<file path="config.mk">
export PLATFORM = sky130hd
export DESIGN_NAME = ts_audio_pid_payload_extractor_flat
export DESIGN_NICKNAME = d
export VERILOG_FILES = /design/src/sv/ts_ape_pkg.sv /design/src/sv/ts_ape_if.sv /design/src/sv/ts_audio_pid_payload_extractor.sv /design/src/sv/ts_ape_front.sv /design/src/sv/ts_ape_queue.sv /design/src/sv/ts_ape_back.sv /design/src/flat_wrapper.sv
export VERILOG_INCLUDE_DIRS = /design/src /design/src/sv
export SDC_FILE = /design/constraint.sdc
export NUM_CORES = 1
export LEC_CHECK = 0
export BUFFER_PORTS_ARGS = -buffer_cell sky130_fd_sc_hd__buf_4
export CORE_MARGIN = 8
export CORE_UTILIZATION = 39
export CTS_BUF_LIST = sky130_fd_sc_hd__clkbuf_16
export DETAILED_ROUTE_END_ITERATION = 10
export SYNTH_ARGS = -nofsm -noshare
export SYNTH_HDL_FRONTEND = slang
export SYNTH_SLANG_ARGS = --single-unit
</file>
<file path="constraint.sdc">
create_clock -name clock -period 3.35 [get_ports clock]
set_clock_uncertainty 0.05 [all_clocks]
set_input_delay 0.1675 -clock clock [delete_from_list [all_inputs] [get_ports clock]]
set_output_delay 0.1675 -clock clock [all_outputs]
set_load 0.1 [all_outputs]
</file>
<file path="src/sv/ts_audio_pid_payload_extractor_macros.svh">
// Assertion macros for the transport stream audio PID payload extractor.
// Included by the top level; no other dependencies.
`ifndef TS_AUDIO_PID_PAYLOAD_EXTRACTOR_MACROS_SVH
`define TS_AUDIO_PID_PAYLOAD_EXTRACTOR_MACROS_SVH

// same-cycle implication, disabled during reset
`define TS_APE_ASSERT_IMP(lbl, clk, rst, ante, cons) \
   lbl: assert property (@(posedge clk) disable iff (rst) (ante) |-> (cons)) \
      else $error("ts_ape assertion failed");

// next-cycle implication, disabled during reset
`define TS_APE_ASSERT_NEXT(lbl, clk, rst, ante, cons) \
   lbl: assert property (@(posedge clk) disable iff (rst) (ante) |=> (cons)) \
      else $error("ts_ape assertion failed");

`endif

</file>
<file path="src/sv/ts_ape_pkg.sv">
// Shared types and constants for the transport stream audio PID payload extractor.
// No dependencies.
package ts_ape_pkg;

   localparam int TS_PACKET_BYTES_DEFAULT = 188;
   localparam int TS_HEADER_BYTES         = 4;
   localparam int TS_PAYLOAD_BYTES        = 184;
   localparam int TS_PAYLOAD_END          = TS_HEADER_BYTES + TS_PAYLOAD_BYTES;

   localparam int BYTE_W    = 8;
   localparam int PID_W     = 13;
   localparam int SAMPLE_W  = 16;
   localparam int SKIP_W    = 9;
   localparam int CSR_IDX_W = 2;
   localparam int CSR_DAT_W = 13;

   // register indexes of the configuration port
   localparam logic [CSR_IDX_W-1:0] CSR_TARGET_PID  = 2'd0;
   localparam logic [CSR_IDX_W-1:0] CSR_RTP_HEADER  = 2'd1;
   localparam logic [CSR_IDX_W-1:0] CSR_PES_SKIP    = 2'd2;

   localparam logic [PID_W-1:0]  TARGET_PID_RESET = 13'h1100;
   localparam logic [BYTE_W-1:0] RTP_HEADER_RESET = 8'd12;
   localparam logic [BYTE_W-1:0] PES_SKIP_RESET   = 8'd20;

   // header byte 1 bit 6 is the unit start flag; header byte 3 bit 5 flags an adaptation field
   localparam int PUSI_BIT  = 6;
   localparam int ADAPT_BIT = 5;

   // queue between parser and sample packer
   localparam int QUEUE_DEPTH = 2;
   localparam int QUEUE_PTR_W = (QUEUE_DEPTH > 1) ? $clog2(QUEUE_DEPTH) : 1;
   localparam int QUEUE_CNT_W = $clog2(QUEUE_DEPTH + 1);

   typedef struct packed {
      logic              valid;
      logic [BYTE_W-1:0] data;
   } payload_byte_type;

endpackage

</file>
<file path="src/sv/ts_ape_if.sv">
// Channel interfaces: byte requests, sample responses and register writes.
// Depends on ts_ape_pkg.
interface ts_ape_req_if;
   logic                            valid;
   logic                            ready;
   logic [ts_ape_pkg::BYTE_W-1:0]   data_byte;
   logic                            datagram_start;
   modport source (output valid, output data_byte, output datagram_start, input ready);
   modport sink   (input valid, input data_byte, input datagram_start, output ready);
endinterface

interface ts_ape_rsp_if;
   logic                            valid;
   logic                            ready;
   logic [ts_ape_pkg::SAMPLE_W-1:0] audio_sample;
   modport source (output valid, output audio_sample, input ready);
   modport sink   (input valid, input audio_sample, output ready);
endinterface

interface ts_ape_csr_if;
   logic                             valid;
   logic                             ready;
   logic [ts_ape_pkg::CSR_IDX_W-1:0] index;
   logic [ts_ape_pkg::CSR_DAT_W-1:0] data;
   modport source (output valid, output index, output data, input ready);
   modport sink   (input valid, input index, input data, output ready);
endinterface

</file>
<file path="src/sv/ts_audio_pid_payload_extractor.sv">
// Top level of the transport stream audio PID payload extractor.
// Depends on ts_ape_pkg, ts_ape_if, ts_ape_front, ts_ape_queue, ts_ape_back and the macros header.
//
// Takes one RTP datagram byte per clock cycle, drops the RTP header, cuts the rest into
// transport packets and emits the payload of packets on the target PID as 16-bit big-endian
// samples, one sample for every second kept byte. A byte is accepted every cycle as long as
// the two-entry queue between the header parser and the sample packer has room; the packer
// drains one byte per cycle, taking a second byte only while its registered output is free;
// a sample's second byte passes the queue, then that register. Registers may be written at
// any time the block is idle and take effect on the next byte; there is no clearing pass.
`include "ts_audio_pid_payload_extractor_macros.svh"

module ts_audio_pid_payload_extractor #(
   parameter int TS_PACKET_BYTES = ts_ape_pkg::TS_PACKET_BYTES_DEFAULT
) (
   input  logic          clock,
   input  logic          reset,
   ts_ape_req_if.sink    req_chan,
   ts_ape_rsp_if.source  rsp_chan,
   ts_ape_csr_if.sink    csr_chan
);

   ts_ape_pkg::payload_byte_type       q_push;
   ts_ape_pkg::payload_byte_type       q_head;
   logic                               q_pop;
   logic                               q_full;
   logic [ts_ape_pkg::QUEUE_CNT_W-1:0] q_count;

   ts_ape_front #(
      .TS_PACKET_BYTES(TS_PACKET_BYTES)
   ) u_front (
      .clock      (clock),
      .reset      (reset),
      .req_chan   (req_chan),
      .csr_chan   (csr_chan),
      .queue_full (q_full),
      .push       (q_push)
   );

   ts_ape_queue u_queue (
      .clock (clock),
      .reset (reset),
      .push  (q_push),
      .pop   (q_pop),
      .head  (q_head),
      .full  (q_full),
      .count (q_count)
   );

   ts_ape_back u_back (
      .clock    (clock),
      .reset    (reset),
      .head     (q_head),
      .pop      (q_pop),
      .rsp_chan (rsp_chan)
   );

   `TS_APE_ASSERT_IMP(a_queue_bound, clock, reset, 1'b1, q_count <= ts_ape_pkg::QUEUE_CNT_W'(ts_ape_pkg::QUEUE_DEPTH))
   `TS_APE_ASSERT_IMP(a_push_on_accept, clock, reset, q_push.valid, req_chan.valid && req_chan.ready)
   `TS_APE_ASSERT_IMP(a_sample_from_pop, clock, reset, rsp_chan.valid && !$past(rsp_chan.valid), $past(q_pop))

endmodule

</file>
<file path="src/sv/ts_ape_front.sv">
// Front end: register file, RTP header drop and transport packet header parse.
// Pushes each kept payload byte toward the queue. Depends on ts_ape_pkg, ts_ape_if.
module ts_ape_front #(
   parameter int TS_PACKET_BYTES = ts_ape_pkg::TS_PACKET_BYTES_DEFAULT
) (
   input  logic                          clock,
   input  logic                          reset,
   ts_ape_req_if.sink                    req_chan,
   ts_ape_csr_if.sink                    csr_chan,
   input  logic                          queue_full,
   output ts_ape_pkg::payload_byte_type  push
);

   localparam int PosW = $clog2(TS_PACKET_BYTES);

   logic [ts_ape_pkg::PID_W-1:0]  target_pid_ff;
   logic [ts_ape_pkg::BYTE_W-1:0] rtp_hdr_ff;
   logic [ts_ape_pkg::BYTE_W-1:0] pes_skip_ff;

   logic [ts_ape_pkg::BYTE_W-1:0] skip_cnt_ff, skip_cnt_in;
   logic [PosW-1:0]               pos_ff, pos_in;
   logic [ts_ape_pkg::BYTE_W-1:0] hdr_hi_ff, hdr_hi_in;
   logic [ts_ape_pkg::BYTE_W-1:0] hdr_lo_ff, hdr_lo_in;
   logic [ts_ape_pkg::SKIP_W-1:0] skip_left_ff, skip_left_in;
   logic                          pid_match_ff, pid_match_in;

   logic                          accept;
   logic [ts_ape_pkg::BYTE_W-1:0] skip_eff;
   logic [PosW-1:0]               pos_eff;
   logic [ts_ape_pkg::BYTE_W-1:0] unit_skip;
   logic [ts_ape_pkg::BYTE_W-1:0] b;

   assign csr_chan.ready = 1'b1;
   assign req_chan.ready = !queue_full;
   assign accept         = req_chan.valid && req_chan.ready;
   assign b              = req_chan.data_byte;

   always_ff @(posedge clock) begin
      if (reset) begin
         target_pid_ff <= ts_ape_pkg::TARGET_PID_RESET;
         rtp_hdr_ff    <= ts_ape_pkg::RTP_HEADER_RESET;
         pes_skip_ff   <= ts_ape_pkg::PES_SKIP_RESET;
      end else if (csr_chan.valid) begin
         unique case (csr_chan.index)
            ts_ape_pkg::CSR_TARGET_PID: target_pid_ff <= csr_chan.data;
            ts_ape_pkg::CSR_RTP_HEADER: rtp_hdr_ff <= csr_chan.data[ts_ape_pkg::BYTE_W-1:0];
            ts_ape_pkg::CSR_PES_SKIP:   pes_skip_ff <= csr_chan.data[ts_ape_pkg::BYTE_W-1:0];
            default: ;
         endcase
      end
   end

   always_ff @(posedge clock) begin
      if (reset) begin
         skip_cnt_ff  <= '0;
         pos_ff       <= '0;
         hdr_hi_ff    <= '0;
         hdr_lo_ff    <= '0;
         skip_left_ff <= '0;
         pid_match_ff <= 1'b0;
      end else begin
         skip_cnt_ff  <= skip_cnt_in;
         pos_ff       <= pos_in;
         hdr_hi_ff    <= hdr_hi_in;
         hdr_lo_ff    <= hdr_lo_in;
         skip_left_ff <= skip_left_in;
         pid_match_ff <= pid_match_in;
      end
   end

   always_comb begin
      skip_eff     = req_chan.datagram_start ? rtp_hdr_ff : skip_cnt_ff;
      pos_eff      = req_chan.datagram_start ? '0 : pos_ff;
      unit_skip    = hdr_hi_ff[ts_ape_pkg::PUSI_BIT] ? pes_skip_ff : '0;
      skip_cnt_in  = skip_cnt_ff;
      pos_in       = pos_ff;
      hdr_hi_in    = hdr_hi_ff;
      hdr_lo_in    = hdr_lo_ff;
      skip_left_in = skip_left_ff;
      pid_match_in = pid_match_ff;
      push.valid   = 1'b0;
      push.data    = b;
      if (accept) begin
         if (skip_eff != '0) begin
            // drop an RTP header byte
            skip_cnt_in = skip_eff - 8'd1;
            pos_in      = pos_eff;
         end else begin
            skip_cnt_in = '0;
            priority if (pos_eff == PosW'(0)) begin
               pid_match_in = 1'b0;
            end else if (pos_eff == PosW'(1)) begin
               hdr_hi_in = b;
            end else if (pos_eff == PosW'(2)) begin
               hdr_lo_in    = b;
               pid_match_in = ({hdr_hi_ff[4:0], b} == target_pid_ff);
            end else if (pos_eff == PosW'(3)) begin
               hdr_lo_in    = b;
               skip_left_in = {1'b0, unit_skip};
            end else if (pos_eff < PosW'(ts_ape_pkg::TS_PAYLOAD_END)) begin
               if (pos_eff == PosW'(ts_ape_pkg::TS_HEADER_BYTES) &&
                   hdr_lo_ff[ts_ape_pkg::ADAPT_BIT]) begin
                  // adaptation length byte: skip its value plus the PES header
                  skip_left_in = {1'b0, b} + {1'b0, unit_skip};
               end else if (pid_match_ff) begin
                  if (skip_left_ff != '0) begin
                     skip_left_in = skip_left_ff - 9'd1;
                  end else begin
                     push.valid = 1'b1;
                  end
               end
            end else begin
               // trailing bytes of a long packet: ignore
            end
            pos_in = (pos_eff == PosW'(TS_PACKET_BYTES - 1)) ? '0 : pos_eff + PosW'(1);
         end
      end
   end

endmodule

</file>
<file path="src/sv/ts_ape_queue.sv">
// Short byte queue decoupling the parser from the sample packer.
// Depends on ts_ape_pkg.
module ts_ape_queue (
   input  logic                                    clock,
   input  logic                                    reset,
   input  ts_ape_pkg::payload_byte_type            push,
   input  logic                                    pop,
   output ts_ape_pkg::payload_byte_type            head,
   output logic                                    full,
   output logic [ts_ape_pkg::QUEUE_CNT_W-1:0]      count
);

   logic [ts_ape_pkg::BYTE_W-1:0]      entry_ff [ts_ape_pkg::QUEUE_DEPTH];
   logic [ts_ape_pkg::QUEUE_PTR_W-1:0] wr_ptr_ff, wr_ptr_in;
   logic [ts_ape_pkg::QUEUE_PTR_W-1:0] rd_ptr_ff, rd_ptr_in;
   logic [ts_ape_pkg::QUEUE_CNT_W-1:0] count_ff, count_in;
   logic                               do_pop;

   localparam logic [ts_ape_pkg::QUEUE_PTR_W-1:0] LastPtr =
      ts_ape_pkg::QUEUE_PTR_W'(ts_ape_pkg::QUEUE_DEPTH - 1);

   assign full       = (count_ff == ts_ape_pkg::QUEUE_CNT_W'(ts_ape_pkg::QUEUE_DEPTH));
   assign count      = count_ff;
   assign head.valid = (count_ff != '0);
   assign head.data  = entry_ff[rd_ptr_ff];
   assign do_pop     = pop && head.valid;

   always_comb begin
      wr_ptr_in = wr_ptr_ff;
      rd_ptr_in = rd_ptr_ff;
      count_in  = count_ff;
      if (push.valid) begin
         wr_ptr_in = (wr_ptr_ff == LastPtr) ? '0 : wr_ptr_ff + 1'b1;
      end
      if (do_pop) begin
         rd_ptr_in = (rd_ptr_ff == LastPtr) ? '0 : rd_ptr_ff + 1'b1;
      end
      if (push.valid && !do_pop) begin
         count_in = count_ff + 1'b1;
      end else if (do_pop && !push.valid) begin
         count_in = count_ff - 1'b1;
      end
   end

   always_ff @(posedge clock) begin
      if (reset) begin
         wr_ptr_ff <= '0;
         rd_ptr_ff <= '0;
         count_ff  <= '0;
      end else begin
         wr_ptr_ff <= wr_ptr_in;
         rd_ptr_ff <= rd_ptr_in;
         count_ff  <= count_in;
      end
   end

   always_ff @(posedge clock) begin
      if (push.valid) begin
         entry_ff[wr_ptr_ff] <= push.data;
      end
   end

endmodule

</file>
<file path="src/sv/ts_ape_back.sv">
// Back end: pairs payload bytes big-endian into 16-bit samples behind an output register.
// Depends on ts_ape_pkg, ts_ape_if.
module ts_ape_back (
   input  logic                          clock,
   input  logic                          reset,
   input  ts_ape_pkg::payload_byte_type  head,
   output logic                          pop,
   ts_ape_rsp_if.source                  rsp_chan
);

   logic                            held_ff, held_in;
   logic [ts_ape_pkg::BYTE_W-1:0]   held_byte_ff;
   logic                            out_valid_ff, out_valid_in;
   logic [ts_ape_pkg::SAMPLE_W-1:0] out_sample_ff;
   logic                            out_free;

   assign rsp_chan.valid        = out_valid_ff;
   assign rsp_chan.audio_sample = out_sample_ff;
   assign out_free              = !out_valid_ff || rsp_chan.ready;
   // a first byte can always be held; a second one needs room in the output register
   assign pop                   = head.valid && (!held_ff || out_free);

   always_comb begin
      held_in      = held_ff;
      out_valid_in = out_valid_ff && !rsp_chan.ready;
      if (pop) begin
         held_in = !held_ff;
         if (held_ff) begin
            out_valid_in = 1'b1;
         end
      end
   end

   always_ff @(posedge clock) begin
      if (reset) begin
         held_ff      <= 1'b0;
         out_valid_ff <= 1'b0;
      end else begin
         held_ff      <= held_in;
         out_valid_ff <= out_valid_in;
      end
   end

   always_ff @(posedge clock) begin
      if (pop && !held_ff) begin
         held_byte_ff <= head.data;
      end
      if (pop && held_ff) begin
         out_sample_ff <= {held_byte_ff, head.data};
      end
   end

endmodule

</file>
<file path="src/flat_wrapper.sv">
// flat-port wrapper written by rule: the top's interface ports become plain ports
module ts_audio_pid_payload_extractor_flat 
#(
   parameter int TS_PACKET_BYTES = ts_ape_pkg::TS_PACKET_BYTES_DEFAULT
)
  (clock, reset, req_chan_valid, req_chan_data_byte, req_chan_datagram_start, req_chan_ready, rsp_chan_valid, rsp_chan_audio_sample, rsp_chan_ready, csr_chan_valid, csr_chan_index, csr_chan_data, csr_chan_ready);
  ts_ape_req_if req_chan_i ();
  ts_ape_rsp_if rsp_chan_i ();
  ts_ape_csr_if csr_chan_i ();
  input  logic clock;
  input  logic reset;
  input wire logic [$bits(req_chan_i.valid)-1:0] req_chan_valid;
  input wire logic [$bits(req_chan_i.data_byte)-1:0] req_chan_data_byte;
  input wire logic [$bits(req_chan_i.datagram_start)-1:0] req_chan_datagram_start;
  output wire logic [$bits(req_chan_i.ready)-1:0] req_chan_ready;
  output wire logic [$bits(rsp_chan_i.valid)-1:0] rsp_chan_valid;
  output wire logic [$bits(rsp_chan_i.audio_sample)-1:0] rsp_chan_audio_sample;
  input wire logic [$bits(rsp_chan_i.ready)-1:0] rsp_chan_ready;
  input wire logic [$bits(csr_chan_i.valid)-1:0] csr_chan_valid;
  input wire logic [$bits(csr_chan_i.index)-1:0] csr_chan_index;
  input wire logic [$bits(csr_chan_i.data)-1:0] csr_chan_data;
  output wire logic [$bits(csr_chan_i.ready)-1:0] csr_chan_ready;
  assign req_chan_i.valid = req_chan_valid;
  assign req_chan_i.data_byte = req_chan_data_byte;
  assign req_chan_i.datagram_start = req_chan_datagram_start;
  assign req_chan_ready = req_chan_i.ready;
  assign rsp_chan_valid = rsp_chan_i.valid;
  assign rsp_chan_audio_sample = rsp_chan_i.audio_sample;
  assign rsp_chan_i.ready = rsp_chan_ready;
  assign csr_chan_i.valid = csr_chan_valid;
  assign csr_chan_i.index = csr_chan_index;
  assign csr_chan_i.data = csr_chan_data;
  assign csr_chan_ready = csr_chan_i.ready;
  ts_audio_pid_payload_extractor #(.TS_PACKET_BYTES(TS_PACKET_BYTES)) u_core (.clock(clock), .reset(reset), .req_chan(req_chan_i), .rsp_chan(rsp_chan_i), .csr_chan(csr_chan_i));
endmodule
</file>
# Yosys cells after proc, flatten, opt, wreduce, memory -nomap -nowiden
# Memory sizes are Yosys's and may differ from the RTL's. A register that Yosys moved wholly into a read port is not among the register bits.
# Index checks and enable logic that the tools add are counted.
# totals
mem_bits_rw	16
in_bits	29
wordCells	111
out_inout_bits	19
mem_count	1
ff_bits	98
# classes
n_eq_ne	10
magnitude_cmp	1
muxes	36
bitwise	4
reduce_logical	35
addsub	8
# mem_list
memory	depth	width	rd	rd_ports_with_merged_regs	wr	line_no	text
u_core.u_queue.entry_ff	2	8	1	1	1	ts_ape_queue.sv:13	logic [ts_ape_pkg::BYTE_W-1:0] entry_ff [ts_ape_pkg::QUEUE_DEPTH];
# ops
operator	n
8-bit two-way mux	6
9-bit two-way mux	5
1-bit two-way mux	21
8-bit by 2-bit equality test with 1-bit output (second input constant)	2
13-bit equality test	1
6-bit two-way mux	2
2-bit nonzero test	5
8-bit by 8-bit adder with 9-bit output	1
1-bit logical AND	9
9-bit nonzero test	1
9-bit by 1-bit subtractor with 9-bit output (second input constant)	1
8-bit by 1-bit adder with 8-bit output (second input constant)	1
8-bit by 1-bit equality test with 1-bit output (second input constant)	1
8-bit by 3-bit equality test with 1-bit output (second input constant)	1
8-bit equality test (second input constant)	1
8-bit zero test	1
8-bit < comparator (second input constant)	1
4-bit AND reduction	2
8-bit AND reduction	1
8-bit nonzero test	1
8-bit by 1-bit subtractor with 8-bit output (second input constant)	1
1-bit zero test	6
2-bit AND reduction	3
3-bit nonzero test	2
11 further kinds	18

# Logic depth before layout (Yosys ltp)
# depth
depth_word	15
mapped_depth	15
mapped_depth_nobuf	11

# Cells and area by module
# Synthesis repeated with hierarchy kept, for this count alone.
# unflattened
cells_unflattened	562
area_unflattened_um2	5516.5
# by_module_without_submodules
module	cells_per_inst	area_per_inst_um2	instances
ts_ape_front	480	3916.3	1
ts_ape_back	35	813.3	1
ts_ape_queue	47	787.0	1

# Worst setup path before layout
# Ideal clock, no wire load.
# synth_path
path_type	register -> register
from	register u_core.u_queue.count_ff, in the netlist u_core.u_queue.count[0]
to	register u_core.u_queue.count_ff, in the netlist u_core.u_queue.count[1]
arrival_time_ns	2.937
required_ns	3.229
synth_period_minus_slack_ns	3.058
setup_slack_ns	0.292
stages_incl_launch_ff	8
setup_ns	0.071
path_cell_list	dfxtp_1 -> nand2b_1 -> nand2_1 -> nor3_2 -> nor4b_2 -> ha_1 -> or3_1 -> a21oi_1
# synth_lines
item	line_no	text
start: declaration	ts_ape_queue.sv:16	logic [ts_ape_pkg::QUEUE_CNT_W-1:0] count_ff, count_in;
start signal: assignment	ts_ape_queue.sv:53	count_ff <= count_in;

==> results_dict.tcl <==
set metrics [dict create \
    status "complete, no violations" \
    cts_root_buf "clkbuf_16" \
    dp_cells 759 \
    syn_inst 550 \
    vias 4146 \
    syn-num-nets 597 \
    fmax_mhz 348 \
    layout_common_cells "dfxtp_1, nor2_1, nand2_1, buf_4, edfxtp_1" \
    fp-row-count 43 \
    crit_path_max_fanout 5 \
    worstMarginPinSlew_ps 859 \
    hold_depth 3 \
    cts.sinks 109 \
    ys_ff_latch 109 \
    pwr-share-comb_pct 8.6 \
    worst_slack_ps 475 \
    die_y_um 134 \
    drive_above_1_share_pct 14.8 \
    setup_viol 0 \
    h-tree-depth 3 \
    synth_warnings 0 \
    route.detailed.drc 0 \
    diodes 0 \
    fillCellCount 1323 \
    switching_power_uw 671 \
    wire_per_inst_um 15.9 \
    switching_share_pct 24.3 \
    port_buffers 46 \
    final_common_cell "dfxtp_1" \
    grt_use_total_pct 14.2 \
    dp_slack_ps 431 \
    ys.flop_type "dfxtp_1" \
    seqPwrFrac_pct 51.0 \
    rsz0062_at_grt "no" \
    post_cts_resized 0 \
    async_reset_ff_share_pct 0 \
    slew_headroom_pct 42.5 \
    pin_count 48 \
    finish.utilization_pct 46.0 \
    first_pass_iters 5 \
    antenna_found_initial 0 \
    cts-buffers-inserted 9 \
    die_w_um 134 \
    synth.avg_cell_area_um2 9.92 \
    drtIter0Drc 222 \
    crit_path_end_kind "register" \
    finalNonFillerCells 781 \
    cap_violations 0 \
    irDropWorstVdd_mv 0.322 \
    tns_ps 0 \
    grt_pass1_wl_um 20600 \
    required_ps 3580 \
    viasPerCell 5.31 \
    critPathLaunchType "register" \
    criticalPathCategory "register to register" \
    drv_slew 0 \
    hp-class "input port to register" \
    first_global_vias 4086 \
    grt_overflow_total 0 \
    ant_nets 0 \
    r2r_cells 10 \
    cts_max_path_buffers 2 \
    p_clk_share_pct 40.4 \
    dieArea_um2 18000 \
    synth_cell_types 66 \
    core_area_um2 13800 \
    timing.final.crit_share_pct 85.8 \
    power_uw 2760 \
    power_density_nw_per_um2 435 \
    syn_to_final_growth_pct 16.2 \
    p_leak_uw 0.00250 \
    synth_edf_count 40 \
    dp_hpwl_um 9150 \
    cp.arrival_ps 3110 \
    nNetsFinal 643 \
    grt_max_degree 32 \
    cts_tree "yes" \
    finalCriticalPeriod_ps 2870 \
    syn_area_um2 5450 \
    synth_seq_area_share_pct 47.4 \
    routabilityCongestion 0.827 \
    routed_wirelength_um 12400 \
    clk_latency_ps 350 \
    final-hold-violation-count 0 \
    clk_transition_reported_paths_ps 80 \
    initial_core_util_pct 39.6 \
    p_int_uw 2090 \
]
layer usage:
layer / up-vias / part of all wire [%] / global-route usage [%]
li1: 2064 / - / -
met1: 1973 / 46 / 17.8
met2: 92 / 48 / 23.2
met3: 17 / 4.4 / 3.10
met4: 0 / 1.8 / 5.93
met5: - / 0 / 0
final cells by class:
class / instances / area [µm²] / area share (%)
repair buffers: 60 / 465 / 7.35
flip-flops and latches: 109 / 2580 / 40.8
clock buffers: 9 / 225 / 3.55
clock inverters: 7 / 91.3 / 1.44
multi-input cells: 400 / 2690 / 42.4
well taps: 180 / 225 / 3.55
inverters: 16 / 60.1 / 0.948
sequential cells by signal, indices dropped and copies added, names as in the netlist, named ones only:
name / flops
u_core.u_back.rsp_chan.audio_sample: 16
u_core.u_queue.entry_ff: 16
u_core.u_front.target_pid_ff: 13
u_core.u_front.skip_left_ff: 9
u_core.u_back.held_byte_ff: 8
u_core.u_front.pes_skip_ff: 8
u_core.u_front.pos_ff: 8
u_core.u_front.rtp_hdr_ff: 8
u_core.u_front.skip_cnt_ff: 8
u_core.u_front.hdr_hi_ff: 6
u_core.u_queue.count: 2
u_core.u_back.held_ff: 1
u_core.u_back.rsp_chan.valid: 1
u_core.u_front.hdr_lo_ff: 1
u_core.u_front.pid_match_ff: 1
u_core.u_queue.rd_ptr_ff: 1
u_core.u_queue.wr_ptr_ff: 1
per-stage QoR:
step / cell area, µm² / hold WS, ps
2_1_floorplan: 5450 / 216
3_3_place_gp: 5960 / 328
4_1_cts: 6340 / 0.379
5_1_grt: 6340 / 2.20
3_5_place_dp: 5960 / 339
6_report: 6340 / 9.64
synthesized netlist by cell type, types with 7 or more instances:
cell       n  area share, %
a211oi_1   7           0.96
ha_1      17            3.9
nand2b_1   8           0.92
dfxtp_1   69             25
edfxtp_1  40             22
nor2_1    64            4.4
mux2i_1   33            6.1
and2_1    10            1.1
a21oi_1   26            2.4
nand4_1    8           0.92
xor2_1    17            2.7
xnor2_1   12            1.9
mux2_2     8            1.7
clkbuf_1  19            1.3
o21ai_0   14            1.3
nand2_1   56            3.9
a22oi_1    7           0.96
nor3b_1    8            1.1
nor3_1    12            1.1
nand3_1    7           0.64
inv_1     16            1.1
cell families after synthesis:
logic type / share of synthesized area, %
xor+xnor: 4.66
fa+ha+maj: 4.27
compound gates: 12.8
buf+inv: 3.51
other cells: 0.0688
simple gates: 19.6
mux: 7.71
flops: 47.4
worst max-delay path, cell delays in order (launching register included):
cell and delay, ps:
dfxtp_1 330, nor2b_1 270, inv_1 110, ha_1 280, and3b_1 230, o211ai_2 90, nand4_1 130, nor4b_2 440
ha_1 350, or3_1 370, a21oi_1 160
path summary, 6_finish.rpt:
| check | end | startpoint | slack (ps) |
|---|---|---|---|
| min reg2reg | u_core.u_back.rsp_chan.audio_sample[13] | u_core.u_back.held_byte_ff[5] | 370 |
| max | u_core.u_queue.count[1] | u_core.u_front.pos_ff[1] | 480 |
| max reg2reg | u_core.u_queue.count[1] | u_core.u_front.pos_ff[1] | 480 |
| min | u_core.u_front.pes_skip_ff[4] | csr_chan_data[4] | 10 |
power by group through the flow:
stage / Clock, µW / Combinational (µW) / Sequential (µW)
floorplan: 0 / 160 / 1430
global placement: 0 / 227 / 1440
detailed placement: 0 / 230 / 1440
CTS: 1150 / 237 / 1410
global route: 1200 / 264 / 1410
finish: 1110 / 236 / 1410
repair_timing:
action                                 CTS  global route
hold buffers                             6             0
buffers inserted                         0             0
setup endpoints to repair                0             0
endpoints found under the hold margin    9             0
Power figures use the tool's default switching activity.
